File: config.mk
export PLATFORM = sky130hd
export DESIGN_NAME = fqs_mean_divider
export DESIGN_NICKNAME = d
export VERILOG_FILES = /design/src/rtl/core/fqs_pkg.sv /design/src/rtl/core/fqs_mean_divider.sv
export SDC_FILE = /design/constraint.sdc
export NUM_CORES = 1
export LEC_CHECK = 0
export BUFFER_PORTS_ARGS = -buffer_cell sky130_fd_sc_hd__buf_2
export CAP_MARGIN = 20
export CORE_MARGIN = 2
export CORE_UTILIZATION = 60
export DETAILED_ROUTE_END_ITERATION = 12
export HOLD_SLACK_MARGIN = 0.15
export PLACE_DENSITY = 0.86
export SLEW_MARGIN = 20
export SYNTH_ARGS = -nofsm -noshare
export SYNTH_HDL_FRONTEND = slang
export SYNTH_SLANG_ARGS = --single-unit
File: constraint.sdc
create_clock -name clock -period 5 [get_ports clock]
set_input_delay 0.25 -clock clock [delete_from_list [all_inputs] [get_ports clock]]
set_output_delay 0.25 -clock clock [all_outputs]
set_load 0.01 [all_outputs]
File: src/rtl/core/fqs_pkg.sv
package fqs_pkg;

   localparam int VALUE_W = 32;
   localparam int OCC_W   = 9;
   localparam int TOTAL_W = 40;

   // front/rear report for an empty queue
   localparam logic [VALUE_W-1:0] EMPTY_VALUE = '1;

   typedef enum logic [1:0] {
      ACT_ENQUEUE = 2'd0,
      ACT_DEQUEUE = 2'd1,
      ACT_CLEAR   = 2'd2,
      ACT_COUNT   = 2'd3
   } action_type;

   typedef enum logic [1:0] {
      STAT_OK    = 2'd0,
      STAT_EMPTY = 2'd1,
      STAT_FULL  = 2'd2
   } status_type;

   typedef enum logic [2:0] {
      ST_IDLE,
      ST_DEQUEUE,
      ST_SCAN,
      ST_LOOKUP,
      ST_FETCH,
      ST_DIVIDE,
      ST_DONE
   } state_type;

endpackage

File: src/rtl/core/fqs_mean_divider.sv
module fqs_mean_divider import fqs_pkg::*; #(
   parameter int SUM_W = 41,
   parameter int CNT_W = 9
) (
   input  logic                      clock,
   input  logic                      reset,
   input  logic                      start,
   input  logic signed [SUM_W-1:0]   dividend,
   input  logic        [CNT_W-1:0]   divisor,
   output logic                      done,
   output logic signed [VALUE_W-1:0] quotient
);

   localparam int STEP_W = $clog2(VALUE_W);
   localparam logic [STEP_W-1:0] LAST_STEP = STEP_W'(VALUE_W - 1);

   logic              busy_ff;
   logic              done_ff;
   logic [STEP_W-1:0] step_ff;
   logic [CNT_W-1:0]  rem_ff;
   logic [VALUE_W-1:0] work_ff;
   logic [CNT_W-1:0]  div_ff;
   logic              neg_ff;

   logic [SUM_W-1:0]  mag;
   logic [CNT_W:0]    trial;
   logic [CNT_W:0]    diff;
   logic              fits;

   // |mean| < 2^32, so the bits above the low word are already below the divisor
   assign mag   = dividend[SUM_W-1] ? SUM_W'(-dividend) : SUM_W'(dividend);
   assign trial = {rem_ff, work_ff[VALUE_W-1]};
   assign diff  = trial - {1'b0, div_ff};
   assign fits  = (trial >= {1'b0, div_ff});

   always_ff @(posedge clock) begin
      if (reset) begin
         busy_ff <= 1'b0;
         done_ff <= 1'b0;
         step_ff <= '0;
      end else begin
         done_ff <= 1'b0;
         if (start) begin
            busy_ff <= 1'b1;
            step_ff <= '0;
         end else if (busy_ff) begin
            step_ff <= step_ff + 1'b1;
            if (step_ff == LAST_STEP) begin
               busy_ff <= 1'b0;
               done_ff <= 1'b1;
            end
         end
      end
   end

   always_ff @(posedge clock) begin
      if (start) begin
         rem_ff  <= CNT_W'(mag >> VALUE_W);
         work_ff <= mag[VALUE_W-1:0];
         div_ff  <= divisor;
         neg_ff  <= dividend[SUM_W-1];
      end else if (busy_ff) begin
         rem_ff  <= fits ? diff[CNT_W-1:0] : trial[CNT_W-1:0];
         work_ff <= {work_ff[VALUE_W-2:0], fits};
      end
   end

   assign done     = done_ff;
   assign quotient = neg_ff ? VALUE_W'(-work_ff) : work_ff;

endmodule

======== Word-level counts from Yosys, hierarchy flattened ========
Index checks and enable logic that the tools add are counted.
word-level totals
  output and inout port bits .............. 33
  word-level logic and storage cells ...... 28
  input bits .............................. 53
  register bits ........................... 58
operators by class
  bitwise logic cells ..................... 1
  multiplexer cells ....................... 11
  magnitude comparators ................... 1
  equal/unequal tests ..................... 1
  $add $sub $neg .......................... 4
  reduce and logical (&&, ||, !) cells .... 3
operator list
  kind                                          count
  2-to-1 mux 32 bit                             3
  2-to-1 mux 41 bit                             1
  negator 41 bit                                1
  negator 32 bit                                1
  2-to-1 mux 9 bit                              3
  greater-or-equal comparator 10 x 9 -> 1 bit   1
  subtractor 9 bit                              1
  adder 5 x 1 -> 5 bit (second input constant)  1
  equality test 5 bit (second input constant)   1
  2-to-1 mux 1 bit                              4
  OR reduction 3 bit                            1
  nonzero test 2 bit                            1
  OR reduction 2 bit                            1
  inverter 1 bit                                1

======== Longest topological paths before layout ========
  depth in word-level cells ............... 4
  mapped depth ............................ 11
  depth with buffers taken out ............ 10

======== Worst setup path after synthesis ========
No wires, ideal clock.
  path type ............................... register -> output
  start point ............................. register work_ff[13]
  end point ............................... output quotient[31]
  cell stages (with the launch flop) ...... 6
  buffers on the path ..................... 0
  arrival ................................. 2.289 ns
  slack ................................... 2.461 ns
  data required time ...................... 4.750 ns
  cells stage by stage .................... edfxtp_1 or4_4 or4_4 or3_4 o41ai_4 xnor2_1
between the ends
  longest elaborated chain between the ends .. 2
ends and longest elaborated chain
  element                 line                    RTL
  from (decl)             fqs_mean_divider.sv:21  logic [VALUE_W-1:0] work_ff;
  from (signal assigned)  fqs_mean_divider.sv:59  work_ff <= mag[VALUE_W-1:0];
  from (signal assigned)  fqs_mean_divider.sv:64  work_ff <= {work_ff[VALUE_W-2:0], fits};
  negator 32 bit          fqs_mean_divider.sv:69  assign quotient = neg_ff ? VALUE_W'(-work_ff) : work_ff;
  2-to-1 mux 32 bit       fqs_mean_divider.sv:69
  to (decl)               fqs_mean_divider.sv:11  output logic signed [VALUE_W-1:0] quotient
No other way between the ends.

======== Worst setup path in the final report ========
  start point ............................. register work_ff[12]
  end point ............................... output quotient[26]
Same word-level chain as after synthesis.

==> summary.md <==
| Metric | Value |
|---|---|
| DRT Pass-1 Iters | `5` |
| Worst Path Arrival | `2900 ps` |
| Synth-to-layout area growth | `19.0%` |
| Synthesized Nets | `520` |
| Final Skew | `7.47 ps` |
| Setup crit start kind | `flop` |
| Final Cycle Share | `0.630` |
| Largest net degree at the start of global routing | `95` |
| Initial Utilization | `0.621` |
| Setup bufs post-CTS | `0` |
| Worst Tran Pin Value | `1050 ps` |
| Most common cell after layout, fill and taps aside | `buf_2` |
| Die W | `88.1 um` |
| Maxcap violations | `0` |
| Initial DRC count | `271` |
| Final setup viols | `0` |
| Share of layout cells above drive strength 1 | `0.212` |
| Avg Inst Size Synth | `9.37 um^2` |
| Synth warn | `0` |
| Ys async rst share | `0` |
| Detailed-placement wirelength estimate | `7.33 mm` |
| Num CTS Buffers | `9` |
| Diode count | `0` |
| Hold WC Path Type | `in2reg` |
| Die height | `88.1 um` |
| # port buffers | `85` |
| Fmax | `318 MHz` |
| Final core area utilization | `0.739` |
| Peak VDD IR | `0.229 mV` |
| Num rows | `30` |
| Post-synth EDFFs | `51` |
| Synth unique cells | `53` |
| Critical path origin | `work_ff[12]$_DFFE_PP_` |
| Sequential share of the synthesized area | `0.394` |
| WL final | `10.3 mm` |
| # DRC | `0` |
| CTS tree | `yes` |
| Lkg Pwr | `1.96 nW` |
| Synth Register Bits | `58` |
| Req. time, crit path | `4750 ps` |
| RSZ-0062 raised after global routing | `false` |
| H-tree depth | `3` |
| Status | `complete, no violations` |
| Slew headroom | `0.299` |
| Max Slew Vio Count | `0` |
| Antenna violations before repair | `0` |
| Power Dens Cells | `335 mW/mm^2` |
| IO Count | `86` |
| CTS Sinks | `58` |
| Crit Path Max Fanout | `5` |
| Via count | `3781` |
| Synthesized cell area | `0.00424 mm^2` |
| Reg2Reg Launch Point | `work_ff[31]$_DFFE_PP_` |
| Core ar. | `0.00683 mm^2` |
| Post-route ant nets | `0` |
| Fin. Hold Viols | `0` |
| RePlAce Congestion | `0.872` |
| Via density | `5.89` |
| CTS root buffer | `clkbuf_8` |
| Synth Instances | `453` |
| Hold wc startpoint | `dividend[0]` |
| Minimum clock period | `3150 ps` |
| GRT Residual Overflow | `0` |
| Vias in the first global route | `3516` |
| Clk pin slew, worst setup/hold paths | `70 ps` |
| Crit path capture type | `primary output` |
| First-pass GRT wire length | `16.0 mm` |
| Die area | `0.00776 mm^2` |
| Main synth FF type | `edfxtp_1` |
| Total track usage | `0.267` |
| DR WL/cell | `16.0 um` |
| Critical path class | `reg2out` |
| Commonest non-fill, non-tap cells in the layout | `85 x buf_2, 52 x nor2_1, 51 x edfxtp_1` |
| Insertion delay to the later sink of the worst-skew pair | `350 ps` |
| Clock Tree Buf Depth | `2` |
| Final net count | `608` |
| Final setup TNS | `0 ps` |
==> flip-flops by register name, indices dropped and copies added (netlist names) <==
signal,count
busy_ff,1
div_ff,9
done,1
neg_ff,1
rem_ff,9
step_ff,5
work_ff,32
==> path summary, 6_finish.rpt <==
check | endpoint | slack (ps) | depth (start not counted)
worst max-delay path | quotient[26] | 1850 | 7
worst min-delay path | work_ff[0]$_DFFE_PP_ | 240 | 3
worst max register to register | rem_ff[3]$_DFFE_PP_ | 2050 | 11
worst min register to register | step_ff[4]$_SDFFE_PP0P_ | 520 | 2
==> worst max-delay path, cell delays in order, from the launching register on <==
cell and delay [ps]:
edfxtp_1 450, or4_4 590, or4_4 520, or2_1 290, nand2b_4 170, o31ai_2 220
xnor2_1 150, buf_2 150
==> synthesized netlist by cell type, types with 2 or more instances <==
cell | instances | area [um^2]
and3_1 | 2 | 12.5
nor3_1 | 4 | 20.0
dfxtp_1 | 7 | 140
buf_1 | 2 | 7.51
o21ai_0 | 7 | 35.0
o31ai_1 | 18 | 135
nor4_1 | 2 | 12.5
or4_4 | 2 | 22.5
xor2_1 | 38 | 333
or2_1 | 5 | 31.3
a211oi_1 | 4 | 30.0
o41ai_1 | 8 | 70.1
mux2i_1 | 6 | 60.1
o21ai_1 | 22 | 110
o21a_1 | 3 | 22.5
and2_1 | 4 | 25.0
xnor2_1 | 35 | 307
inv_1 | 17 | 63.8
or4_1 | 7 | 52.6
or2_2 | 3 | 18.8
nand2b_1 | 2 | 12.5
clkbuf_1 | 17 | 63.8
nor2_1 | 52 | 195
edfxtp_1 | 51 | 1530
nand4_1 | 2 | 12.5
nor4_2 | 2 | 25.0
nand3_1 | 8 | 40.0
or3_1 | 9 | 56.3
a22oi_1 | 2 | 15.0
nand4b_1 | 2 | 17.5
ha_1 | 13 | 163
a21oi_1 | 46 | 230
nand2_1 | 26 | 97.6
nand3b_1 | 6 | 45.0
==> per-stage QoR <==
step | instance area [um^2] | worst slack, ps | total power, mW | hold WS [ps] | cells
after detailed placement | 4730 | 2140 | 1.21 | 422 | 616
after global routing | 5050 | 1760 | 1.78 | 297 | 642
after floorplan | 4240 | 2460 | 1.04 | 322 | 453
final | 5050 | 1850 | 1.69 | 241 | 642
after global placement | 4730 | 2270 | 1.18 | 416 | 616
after CTS | 5050 | 1840 | 1.69 | 233 | 642
==> final cells by class <==
type	instances	area [um^2]
Clock buffer	12	199
Clock inverter	4	26.3
Fill cell	517	1780
Inverter	17	63.8
Multi-Input combinational cell	358	2430
Sequential cell	58	1670
Tap cell	96	120
Timing Repair Buffer	97	541
==> repair_timing <==
action,4_1_cts,5_1_grt
hold endpoints to repair,10,0
hold buffers,10,0
resized for setup,0,0
==> power breakdown <==
group          total, mW  switching (mW)  internal (mW)
sequential         0.675          0.0662          0.609
clock              0.469           0.199          0.270
combinational      0.547           0.303          0.244
==> layer usage <==
| layer | vias to the layer above | global-route usage | share of wire | wire length [um] |
|---|---|---|---|---|
| met4 | 0 | 0.0882 | 0.024 | 244 |
| met5 | - | 0 | 0 | 0 |
| met2 | 140 | 0.463 | 0.50 | 5150 |
| li1 | 1838 | - | - | - |
| met3 | 29 | 0.0518 | 0.061 | 625 |
| met1 | 1774 | 0.335 | 0.41 | 4230 |
==> kinds of logic (layout without fill, tap and decap cells) <==
family	Yosys count	after routing	share of synthesized area
fa+ha+maj	14	14	0.0430
mux	6	6	0.0142
xor+xnor	73	73	0.151
buf+inv	37	130	0.0336
simple gates	143	143	0.180
flops	58	58	0.394
compound gates	122	122	0.185
No activity file was read; power rests on OpenSTA's default activity.
